[src/design/nkc_pkg.sv]
// ----------------------------------------------------------------------------
// nkc_pkg
// Shared constants and types for the next k-combination stepper: parameter
// defaults, port field widths, configuration register indexes and reset values, opcodes and sequencer states.
// ----------------------------------------------------------------------------
package nkc_pkg;

    // Parameter defaults
    localparam int MAX_POSITIONS_DEF = 16;
    localparam int ELEMENT_BITS_DEF  = 8;

    // Fixed field widths of the ports
    localparam int CFG_ADDR_W  = 2;
    localparam int CFG_DATA_W  = 8;
    localparam int SET_SIZE_W  = 8;
    localparam int COUNT_W     = 5;
    localparam int POSITION_W  = 4;
    localparam int VALUE_W     = 8;
    localparam int SLOT_W      = 4;
    localparam int ELEMENT_W   = 8;

    // Configuration register indexes
    localparam logic [CFG_ADDR_W-1:0] CFG_SET_SIZE     = 2'd0;
    localparam logic [CFG_ADDR_W-1:0] CFG_CHOOSE_COUNT = 2'd1;
    localparam logic [CFG_ADDR_W-1:0] CFG_FIXED_PREFIX = 2'd2;

    // Configuration reset values
    localparam logic [SET_SIZE_W-1:0] SET_SIZE_RST     = 8'd8;
    localparam logic [COUNT_W-1:0]    CHOOSE_COUNT_RST = 5'd3;
    localparam logic [COUNT_W-1:0]    FIXED_PREFIX_RST = 5'd0;

    // Input opcodes
    localparam logic OP_WRITE   = 1'b0;
    localparam logic OP_ADVANCE = 1'b1;

    // Sequencer states
    typedef enum logic [4:0] {
        S_IDLE = 5'b00001,
        S_WALK = 5'b00010,
        S_FILL = 5'b00100,
        S_EMIT = 5'b01000,
        S_EXH  = 5'b10000
    } t_state;

endpackage

[src/design/nkc_ram.sv]
// ----------------------------------------------------------------------------
// nkc_ram
// Generic simple dual-port RAM: one write port, one read port with a
// registered read. Read data holds until the next read.
// ----------------------------------------------------------------------------
module nkc_ram #(
    parameter int WIDTH = 8,
    parameter int DEPTH = 16,
    parameter int AW    = (DEPTH > 1) ? $clog2(DEPTH) : 1
) (
    input  logic             i_clk,
    input  logic             i_we,
    input  logic [AW-1:0]    i_waddr,
    input  logic [WIDTH-1:0] i_wdata,
    input  logic             i_re,
    input  logic [AW-1:0]    i_raddr,
    output logic [WIDTH-1:0] o_rdata
);

    logic [WIDTH-1:0] r_mem [DEPTH];
    logic [WIDTH-1:0] r_rdata;

    // Write port
    always_ff @(posedge i_clk) begin
        if (i_we) begin
            r_mem[i_waddr] <= i_wdata;
        end
    end

    // Registered read, held between reads
    always_ff @(posedge i_clk) begin
        if (i_re) begin
            r_rdata <= r_mem[i_raddr];
        end
    end

    assign o_rdata = r_rdata;

endmodule

[src/design/next_k_combination.sv]
// ----------------------------------------------------------------------------
// next_k_combination
// Lexicographic next k-combination stepper over a position memory.
// ----------------------------------------------------------------------------
// Usage:
//   Input channel (i_in_valid / o_in_stall) carries one transaction per item:
//   opcode 0 writes i_value into position i_position, opcode 1 advances the
//   combination to its lexicographic successor. Output channel (o_out_valid /
//   i_out_stall) returns one transaction per position of the new combination
//   (slot, element, has_next = 1, last on position k-1), or a single
//   transaction with has_next = 0 and last = 1 when the combination is
//   exhausted. Writes return nothing.
//   An advance walks backward from position k-1, incrementing each position
//   until one stays below its ceiling, then refills the positions after it
//   in consecutive order and reads out and emits the k results; when the
//   walk reaches the fixed prefix without a hit, exhaustion is reported
//   instead. The position memory has one read and one write port, so the
//   walk, refill and read-out each step through one position at a time.
//   The input is stalled while an advance is in progress; a new item is taken
//   while the final result still waits in the output register.
//   A stall on the output holds the current result and pauses the read-out.
//   Reset restores set_size 8, choose_count 3, fixed_prefix 0 and idles the
//   sequencer; position memory contents are undefined until written.
// ----------------------------------------------------------------------------
module next_k_combination
    import nkc_pkg::*;
#(
    parameter int MAX_POSITIONS = MAX_POSITIONS_DEF,
    parameter int ELEMENT_BITS  = ELEMENT_BITS_DEF
) (
    input  logic                  i_clk,
    input  logic                  i_rst_n,
    // Configuration
    input  logic                  i_cfg_we,
    input  logic [CFG_ADDR_W-1:0] i_cfg_addr,
    input  logic [CFG_DATA_W-1:0] i_cfg_wdata,
    // Input channel
    input  logic                  i_in_valid,
    output logic                  o_in_stall,
    input  logic                  i_opcode,
    input  logic [POSITION_W-1:0] i_position,
    input  logic [VALUE_W-1:0]    i_value,
    // Output channel
    output logic                  o_out_valid,
    input  logic                  i_out_stall,
    output logic [SLOT_W-1:0]     o_slot,
    output logic [ELEMENT_W-1:0]  o_element,
    output logic                  o_has_next,
    output logic                  o_last
);

    localparam int POS_W = (MAX_POSITIONS > 1) ? $clog2(MAX_POSITIONS) : 1;
    localparam int CNT_W = $clog2(MAX_POSITIONS + 1);
    localparam int CMP_W = ELEMENT_BITS + 8;

    // Configuration registers
    logic [SET_SIZE_W-1:0] r_set_size;
    logic [COUNT_W-1:0]    r_choose_count;
    logic [COUNT_W-1:0]    r_fixed_prefix;

    // Sequencer state
    t_state              r_state, n_state;
    logic [CNT_W-1:0]    r_k, n_k;
    logic [CNT_W-1:0]    r_p, n_p;
    logic [SET_SIZE_W-1:0] r_n, n_n;
    logic [CNT_W-1:0]    r_i, n_i;
    logic [CNT_W-1:0]    r_j, n_j;
    logic [ELEMENT_BITS-1:0] r_prev, n_prev;
    logic                r_pend, n_pend;

    // Output register
    logic                r_out_valid, n_out_valid;
    logic [SLOT_W-1:0]   r_slot, n_slot;
    logic [ELEMENT_W-1:0] r_element, n_element;
    logic                r_has_next, n_has_next;
    logic                r_last, n_last;

    // Memory port
    logic                    ram_we;
    logic [POS_W-1:0]        ram_waddr;
    logic [ELEMENT_BITS-1:0] ram_wdata;
    logic                    ram_re;
    logic [POS_W-1:0]        ram_raddr;
    logic [ELEMENT_BITS-1:0] ram_rdata;

    // Derived values
    logic [CNT_W-1:0]        w_k_sat, w_p_sat, w_k_m1;
    logic [CNT_W-1:0]        w_i_m1, w_i_p1, w_j_p1, w_gap;
    logic [ELEMENT_BITS-1:0] w_inc, w_prev_inc;
    logic                    w_hit;
    logic                    w_out_free;

    nkc_ram #(
        .WIDTH (ELEMENT_BITS),
        .DEPTH (MAX_POSITIONS),
        .AW    (POS_W)
    ) u_ram (
        .i_clk   (i_clk),
        .i_we    (ram_we),
        .i_waddr (ram_waddr),
        .i_wdata (ram_wdata),
        .i_re    (ram_re),
        .i_raddr (ram_raddr),
        .o_rdata (ram_rdata)
    );

    // Saturate k and the fixed prefix
    always_comb begin
        if (32'(r_choose_count) > MAX_POSITIONS) begin
            w_k_sat = CNT_W'(MAX_POSITIONS);
        end else begin
            w_k_sat = CNT_W'(r_choose_count);
        end
        if (32'(r_fixed_prefix) > 32'(w_k_sat)) begin
            w_p_sat = w_k_sat;
        end else begin
            w_p_sat = CNT_W'(r_fixed_prefix);
        end
    end

    assign w_k_m1     = w_k_sat - 1'b1;
    assign w_i_m1     = r_i - 1'b1;
    assign w_i_p1     = r_i + 1'b1;
    assign w_j_p1     = r_j + 1'b1;
    assign w_gap      = r_k - w_i_p1;
    assign w_inc      = ram_rdata + 1'b1;
    assign w_prev_inc = r_prev + 1'b1;
    // Position has not reached its ceiling: (v+1) + (k-1-i) != n
    assign w_hit      = (CMP_W'(w_inc) + CMP_W'(w_gap)) != CMP_W'(r_n);
    assign w_out_free = !r_out_valid || !i_out_stall;

    // Sequencer
    always_comb begin
        n_state     = r_state;
        n_k         = r_k;
        n_p         = r_p;
        n_n         = r_n;
        n_i         = r_i;
        n_j         = r_j;
        n_prev      = r_prev;
        n_pend      = r_pend;
        n_out_valid = r_out_valid;
        n_slot      = r_slot;
        n_element   = r_element;
        n_has_next  = r_has_next;
        n_last      = r_last;
        ram_we      = 1'b0;
        ram_waddr   = r_i[POS_W-1:0];
        ram_wdata   = w_inc;
        ram_re      = 1'b0;
        ram_raddr   = r_j[POS_W-1:0];

        // Drop a delivered result
        if (r_out_valid && !i_out_stall) begin
            n_out_valid = 1'b0;
        end

        unique case (r_state)
            S_IDLE: begin
                if (i_in_valid) begin
                    if (i_opcode == OP_WRITE) begin
                        if (32'(i_position) < MAX_POSITIONS) begin
                            ram_we    = 1'b1;
                            ram_waddr = POS_W'(i_position);
                            ram_wdata = ELEMENT_BITS'(i_value);
                        end
                    end else begin
                        n_k = w_k_sat;
                        n_p = w_p_sat;
                        n_n = r_set_size;
                        if (w_p_sat == w_k_sat) begin
                            n_state = S_EXH;
                        end else begin
                            ram_re    = 1'b1;
                            ram_raddr = w_k_m1[POS_W-1:0];
                            n_i       = w_k_m1;
                            n_state   = S_WALK;
                        end
                    end
                end
            end
            S_WALK: begin
                // Increment position i and test its ceiling
                ram_we    = 1'b1;
                ram_waddr = r_i[POS_W-1:0];
                ram_wdata = w_inc;
                if (w_hit) begin
                    n_prev = w_inc;
                    if (w_i_p1 < r_k) begin
                        n_j     = w_i_p1;
                        n_state = S_FILL;
                    end else begin
                        n_j     = '0;
                        n_pend  = 1'b0;
                        n_state = S_EMIT;
                    end
                end else if (r_i == r_p) begin
                    n_state = S_EXH;
                end else begin
                    ram_re    = 1'b1;
                    ram_raddr = w_i_m1[POS_W-1:0];
                    n_i       = w_i_m1;
                end
            end
            S_FILL: begin
                // Refill trailing positions consecutively
                ram_we    = 1'b1;
                ram_waddr = r_j[POS_W-1:0];
                ram_wdata = w_prev_inc;
                n_prev    = w_prev_inc;
                if (w_j_p1 == r_k) begin
                    n_j     = '0;
                    n_pend  = 1'b0;
                    n_state = S_EMIT;
                end else begin
                    n_j = w_j_p1;
                end
            end
            S_EMIT: begin
                // Read out positions, one transaction each
                if (!r_pend) begin
                    ram_re    = 1'b1;
                    ram_raddr = r_j[POS_W-1:0];
                    n_pend    = 1'b1;
                end else if (w_out_free) begin
                    n_out_valid = 1'b1;
                    n_slot      = SLOT_W'(r_j);
                    n_element   = ELEMENT_W'(ram_rdata);
                    n_has_next  = 1'b1;
                    n_last      = (w_j_p1 == r_k);
                    if (w_j_p1 == r_k) begin
                        n_pend  = 1'b0;
                        n_state = S_IDLE;
                    end else begin
                        ram_re    = 1'b1;
                        ram_raddr = w_j_p1[POS_W-1:0];
                        n_j       = w_j_p1;
                    end
                end
            end
            S_EXH: begin
                // Report exhaustion
                if (w_out_free) begin
                    n_out_valid = 1'b1;
                    n_slot      = '0;
                    n_element   = '0;
                    n_has_next  = 1'b0;
                    n_last      = 1'b1;
                    n_state     = S_IDLE;
                end
            end
            default: begin
                n_state = S_IDLE;
            end
        endcase
    end

    // Control registers
    always_ff @(posedge i_clk) begin
        if (!i_rst_n) begin
            r_state        <= S_IDLE;
            r_pend         <= 1'b0;
            r_out_valid    <= 1'b0;
            r_set_size     <= SET_SIZE_RST;
            r_choose_count <= CHOOSE_COUNT_RST;
            r_fixed_prefix <= FIXED_PREFIX_RST;
        end else begin
            r_state     <= n_state;
            r_pend      <= n_pend;
            r_out_valid <= n_out_valid;
            if (i_cfg_we) begin
                unique case (i_cfg_addr)
                    CFG_SET_SIZE:     r_set_size     <= i_cfg_wdata;
                    CFG_CHOOSE_COUNT: r_choose_count <= COUNT_W'(i_cfg_wdata);
                    CFG_FIXED_PREFIX: r_fixed_prefix <= COUNT_W'(i_cfg_wdata);
                    default: begin
                    end
                endcase
            end
        end
    end

    // Payload registers
    always_ff @(posedge i_clk) begin
        r_k        <= n_k;
        r_p        <= n_p;
        r_n        <= n_n;
        r_i        <= n_i;
        r_j        <= n_j;
        r_prev     <= n_prev;
        r_slot     <= n_slot;
        r_element  <= n_element;
        r_has_next <= n_has_next;
        r_last     <= n_last;
    end

    assign o_in_stall  = (r_state != S_IDLE);
    assign o_out_valid = r_out_valid;
    assign o_slot      = r_slot;
    assign o_element   = r_element;
    assign o_has_next  = r_has_next;
    assign o_last      = r_last;

endmodule
[config.mk]
export PLATFORM = sky130hd
export DESIGN_NAME = next_k_combination
export DESIGN_NICKNAME = d
export VERILOG_FILES = /design/src/design/nkc_pkg.sv /design/src/design/nkc_ram.sv /design/src/design/next_k_combination.sv
export SDC_FILE = /design/constraint.sdc
export NUM_CORES = 1
export LEC_CHECK = 0
export BUFFER_PORTS_ARGS = -buffer_cell sky130_fd_sc_hd__buf_4
export CORE_UTILIZATION = 35
export DETAILED_ROUTE_END_ITERATION = 7
export PLACE_DENSITY = 0.47
export SLEW_MARGIN = 20
export SYNTH_ARGS = -nofsm -noshare
export SYNTH_HDL_FRONTEND = slang
export SYNTH_SLANG_ARGS = --single-unit
[constraint.sdc]
create_clock -name i_clk -period 6.55 [get_ports i_clk]
set_input_delay 0.9825 -clock i_clk [delete_from_list [all_inputs] [get_ports i_clk]]
set_output_delay 0.9825 -clock i_clk [all_outputs]
set_load 0.01 [all_outputs]
## Word level (Yosys, flattened, before mapping)

Memories as Yosys holds them, arrays and structs flattened. A register that Yosys moved wholly into a read port is not among the register bits.
Cells that the tools add are included.

- Register bits: 75
- RAM bits: 128
- Memories: 1
- Output and inout bits: 16
- Word-level logic and storage cells: 157
- Input port bits: 28

Memory list:

| name | words | width | read ports | clocked after Yosys merged registers in | write ports | RTL line | RTL |
|---|---|---|---|---|---|---|---|
| u_ram.r_mem | 16 | 8 | 1 | 1 | 1 | nkc_ram.sv:20 | `logic [WIDTH-1:0] r_mem [DEPTH];` |

- Equality and inequality tests: 26
- $lt $le $gt $ge: 3
- Add/sub/neg operators: 8
- Reduce and logical (&&, ||, !) cells: 20
- Multiplexer cells: 83

Operators by type and width:

| cell | count |
|---|---|
| 2-to-1 mux 5 bit | 23 |
| 2-to-1 mux 4 bit | 14 |
| 2-to-1 mux 8 bit | 6 |
| one-hot mux 8 bit (2 select lines) | 3 |
| != test 2 bit (second input constant) | 13 |
| 2-to-1 mux 1 bit | 25 |
| one-hot mux 5 bit (5 select lines) | 1 |
| adder 8 x 1 -> 8 bit (second input constant) | 2 |
| one-hot mux 4 bit (2 select lines) | 2 |
| equality test 5 bit | 3 |
| one-hot mux 5 bit (3 select lines) | 1 |
| one-hot mux 4 bit (3 select lines) | 1 |
| adder 5 x 1 -> 5 bit (second input constant) | 2 |
| one-hot mux 5 bit (2 select lines) | 1 |
| subtractor 5 x 1 -> 5 bit (second input constant) | 2 |
| adder 8 x 5 -> 9 bit | 1 |
| != test 9 x 8 -> 1 bit | 1 |
| one-hot mux 1 bit (2 select lines) | 4 |
| AND reduction 2 bit | 4 |
| AND reduction 4 bit | 2 |
| AND reduction 8 bit | 1 |
| one-hot mux 1 bit (3 select lines) | 2 |
| AND reduction 6 bit | 1 |
| nonzero test 2 bit | 3 |
| other kinds (21) | 22 |

## Longest topological paths before layout

- Depth in word-level cells: 9
- Depth in mapped cells: 23
- Depth with buffers taken out: 19

## Modules after synthesis

A second synthesis with hierarchy kept.

- Cells, all modules: 755
- Area, all modules: 10319.9 um^2

By module, submodules not included:

| module | instances | sequential area each (um^2) | cells an instance | area each (um^2) |
|---|---|---|---|---|
| nkc_ram | 1 | 4083.9 | 229 | 5227.5 |
| next_k_combination | 1 | 2001.9 | 526 | 5092.4 |

## Worst setup path before layout

OpenSTA, ideal clock, no wires.

- Kind: register to register
- Start: reg r_i[0]
- End: reg u_ram.r_rdata[3] (netlist: u_ram.o_rdata[3]), read port of u_ram.r_mem (data pin)
- Library setup time: 0.269 ns
- Arrival: 4.720 ns
- Clock period less this slack: 4.989 ns
- Required time: 6.281 ns
- Path buffers: 4
- Setup slack: 1.561 ns
- Cell stages (with the launch flop): 24
- Cells stage by stage: edfxtp_1 clkbuf_1 inv_1 ha_1 xnor2_1 ha_1 a21o_1 maj3_1 maj3_1 xor2_1 ha_1 a21boi_0 o22ai_1 mux2_4 o2111a_2 a211o_1 and3_1 buf_6 buf_6 buf_6 nand2_1 nand3_1 o211ai_1 nand4_1

- Longest elaborated chain between the ends: 6
- Elaborated cells on any way between the ends: 12
- Those cells by class: 4 x add/sub; 2 x eq/ne; 6 x mux

RTL lines:

| element | RTL line | RTL |
|---|---|---|
| start, declared | next_k_combination.sv:66 | `logic [CNT_W-1:0] r_i, n_i;` |
| start signal, assigned | next_k_combination.sv:288 | `r_i <= n_i;` |
| adder 5 x 1 -> 5 bit | next_k_combination.sv:123 | `assign w_i_p1 = r_i + 1'b1;` |
| subtractor 5 bit | next_k_combination.sv:125 | `assign w_gap = r_k - w_i_p1;` |
| adder 8 x 5 -> 9 bit | next_k_combination.sv:129 | `assign w_hit = (CMP_W'(w_inc) + CMP_W'(w_gap)) != CMP_W'(r_n);` |
| != test 9 x 8 -> 1 bit | next_k_combination.sv:129 |  |
| 2-to-1 mux 4 bit / 2-to-1 mux 1 bit (equally long branches) | next_k_combination.sv:187 | `if (w_hit) begin` |
| one-hot mux 4 bit (3 select lines) / one-hot mux 1 bit (3 select lines) (equally long branches) | next_k_combination.sv:158 | `unique case (r_state)` |
| end, declared | nkc_ram.sv:21 | `logic [WIDTH-1:0] r_rdata;` |

Several ways; a longest one is shown, not always the timed one.
A chain may end at the register's enable or synchronous reset.

## Worst setup path after layout

- Start: reg r_i[0]
- End: reg u_ram.r_rdata[7] (netlist: u_ram.o_rdata[7]), read port of u_ram.r_mem (data pin)

Same word-level chain as after synthesis.

==> metrics.yaml <==
cts:
  clock_path_buffers: 3
  holdBufCountCts: 0
  cts_made_buffers: 25
  cts_resized: 0
  h-tree-depth: 1
  insertion_delay_ps: 530
  numClockSinks: 211
  clock-root-buffer: "clkbuf_16"
  cts_setup_buffers: 0
  path_clk_slew_ps: 60
  cts_tree: "yes"
sta:
  drv_slew: 0
  clock.fmax_mhz: 169
  max_slew_margin: 0.296
  timing.hold.ws_ps: 441
  worst_pin_slew_ps: 1050
  fin_skew_ps: 20.5
  setup_viol: 0
  final-hold-violation-count: 0
  fin_crit_ps: 5900
  setup_tns_ps: 0
  fin_crit_sh: 0.901
  grt_setup_unrepaired: "no"
global_route:
  use_met2: 0.294
  grt_pass1_wl_um: 44800
  grt_remaining_overflow: 0
  grt.busiest_layer: "met2"
  grt_use_met3: 0.0275
  grt_start_max_net_pins: 38
  grt_pass1_vias: 7085
  antenna_found_initial: 0
  grt_use_met1: 0.288
  grt_use_total: 0.193
power_and_ir_drop:
  peakVddDrop_uv: 187
  total_power_mw: 5.76
  p_leak_nw: 4.49
  p_int_mw: 3.46
  p_sw_frac: 0.399
  power_switching_mw: 2.30
  power_density_nw_per_um2: 477
  pwr-share-seq: 0.344
  combPwrFrac: 0.418
  power_frac_clock: 0.237
critical_path:
  crit_slowest_cell: "a211oi_4"
  worstSetupPathType: "flip-flop to flip-flop"
  critPathMostFrequentCell: "ha_1"
  path_delay_family: "compound AO/OA/AOI/OAI gates"
  cp_max_fo: 26
  arrival_ps: 6140
  path_cells: "inv_1 -> ha_1 -> xnor2_1 -> ha_1 -> a21o_1 -> maj3_1 -> maj3_1 -> xor2_1 -> ha_1 -> a21boi_0 -> o22ai_1 -> mux2_4 -> o211ai_2 -> nor4b_2 -> a211oi_4 -> nand2_4 -> and3_1 -> o31ai_1 -> nand4_1"
  cp-end-kind: "flip-flop"
  critPathRequiredTime_ps: 6790
  crit_buf_inv: 1
  max_stage_delay_ps: 770
  cp-start-kind: "flip-flop"
min_path:
  hold_class: "flip-flop to flip-flop"
finish:
  final_nets: 1002
  drive_above_1_share: 0.130
  area_delta_synth_final_pct: 14.3
  nFillCells: 2894
routing:
  antenna_left: 0
  routed_wirelength_um: 29200
  num_vias: 7313
  viasPerCell: 5.37
  drt_iter0_markers: 625
  wire_per_inst_um: 21.4
  drc: 0
  first_pass_iters: 7
synth:
  yosys.area.top_type: "edfxtp_1"
  syn_nets: 961
  synth_top_area_frac: 0.529
  syn_area_per_cell_um2: 11.6
  ys_async_sr_fraction: 0
  seq_area_frac_synth: 0.577
  synth_flop_cell: "edfxtp_1"
  synthesis.area_um2: 10600
  ys_top_cells_by_area: "edfxtp_1 (53%), dfxtp_1 (4.7%), nand2_1 (3.8%), and3_1 (3.0%), mux2i_1 (2.9%)"
  synth_edf_count: 186
  yosys-top-cells-count: "edfxtp_1 (186), nand2_1 (107), and3_1 (51), nand3_1 (51), nor2_1 (49)"
  syn_inst: 912
  ys_ff_latch: 211
  ys_types: 81
  yosysMostFrequentCell: "edfxtp_1"
  synth_warnings: 0
die:
  core_um2: 29600
  placementRows: 63
  die_w_um: 176
  fp.dieH_um: 176
  dieArea_um2: 30800
  start_util: 0.356
  io_pins: 44
placed_design:
  hpwl_um: 20500
  port_buffers: 43
  place.gp.congestion: 0.867
outcome:
  status: "finished, final reports clean"
job:
  maxCapViolations: 0
==> power by group through the flow <==
| stage | Combinational (mW) | Sequential [mW] | Clock, mW |
|---|---|---|---|
| 2_1_floorplan | 1.64 | 1.96 | 0 |
| 3_3_place_gp | 2.39 | 2.01 | 0 |
| 3_5_place_dp | 2.40 | 2.01 | 0 |
| 4_1_cts | 2.41 | 1.98 | 1.40 |
| 5_1_grt | 2.65 | 2.00 | 1.46 |
| 6_report | 2.41 | 1.98 | 1.37 |
==> worst reg2reg max path, delay by kind of cell (launching register included) <==
kind	cells	cell delay [ps]
adder cells (fa/ha/maj)	5	1580
multiplexers	1	350
buffers and inverters	1	130
AO/OA/AOI/OAI	6	1840
XOR/XNOR	2	310
flip-flops	1	510
AND/OR/NAND/NOR	4	890
==> worst paths after layout <==
path            startpoint               end  slack [ps]  cells past startpoint
min reg2reg  r_set_size[1]            r_n[1]         440                      0
max reg2reg         r_i[0]  u_ram.o_rdata[7]         650                     19
min          r_set_size[1]            r_n[1]         440                      0
max                 r_i[0]  u_ram.o_rdata[7]         650                     19
==> metrics by stage <==
stage	setup slack (ps)	util	area (µm²)	instances
final	650	0.407	12100	1363
after global routing	247	0.407	12100	1362
after CTS	627	0.407	12100	1362
after detailed placement	669	0.379	11200	1316
after global placement	808	0.379	11200	1316
after floorplan	1560	-	10600	912
==> flip-flops by register name, summed over array words and instances (netlist names) <==
name            count
r_state             5
r_i                 5
r_j                 5
o_has_next          1
o_slot              4
r_k                 5
r_set_size          8
r_choose_count      5
r_pend              1
u_ram.r_mem       128
r_fixed_prefix      5
r_n                 8
r_prev              8
r_p                 5
u_ram.o_rdata       8
o_out_valid         1
o_last              1
o_element           8
==> area by class of cell <==
| class | instances | area [µm²] | share of cell area |
|---|---|---|---|
| multi-input cells | 630 | 4140 | 0.343 |
| clock buffers | 26 | 629 | 0.0522 |
| clock inverters | 20 | 178 | 0.0147 |
| diodes | 1 | 2.50 | 0.000207 |
| well taps | 390 | 488 | 0.0405 |
| repair buffers | 58 | 435 | 0.0361 |
| flip-flops and latches | 211 | 6090 | 0.505 |
| inverters | 27 | 101 | 0.00840 |
==> cells by family after synthesis <==
logic type               Yosys count  share of synthesized area
buffers and inverters             71                     0.0323
adder cells (fa/ha/maj)           25                     0.0294
XOR/XNOR                          49                     0.0460
flip-flops                       211                      0.577
AND/OR/NAND/NOR                  344                      0.165
AO/OA/AOI/OAI                    178                      0.117
multiplexers                      34                     0.0330
==> per-layer routing <==
layer  share of wire  wire [µm]  vias up
met5               0          0        -
met4           0.019        556        0
met3           0.059       1730       37
met2            0.44      12900      211
met1            0.48      14000     3586
li1                -          -     3479
==> cell usage in the layout, fill, tap and decap left out, drive strengths merged, types with 26 or more instances in the layout <==
| cell type | n |
|---|---|
| xor2 | 26 |
| clkbuf | 26 |
| o21ai | 45 |
| nand2 | 109 |
| buf | 58 |
| a21oi | 33 |
| mux2i | 31 |
| nor2 | 52 |
| and3 | 51 |
| nand3 | 52 |
| edfxtp | 186 |
| inv | 30 |
Note: power is estimated with default switching activity, not from simulation.
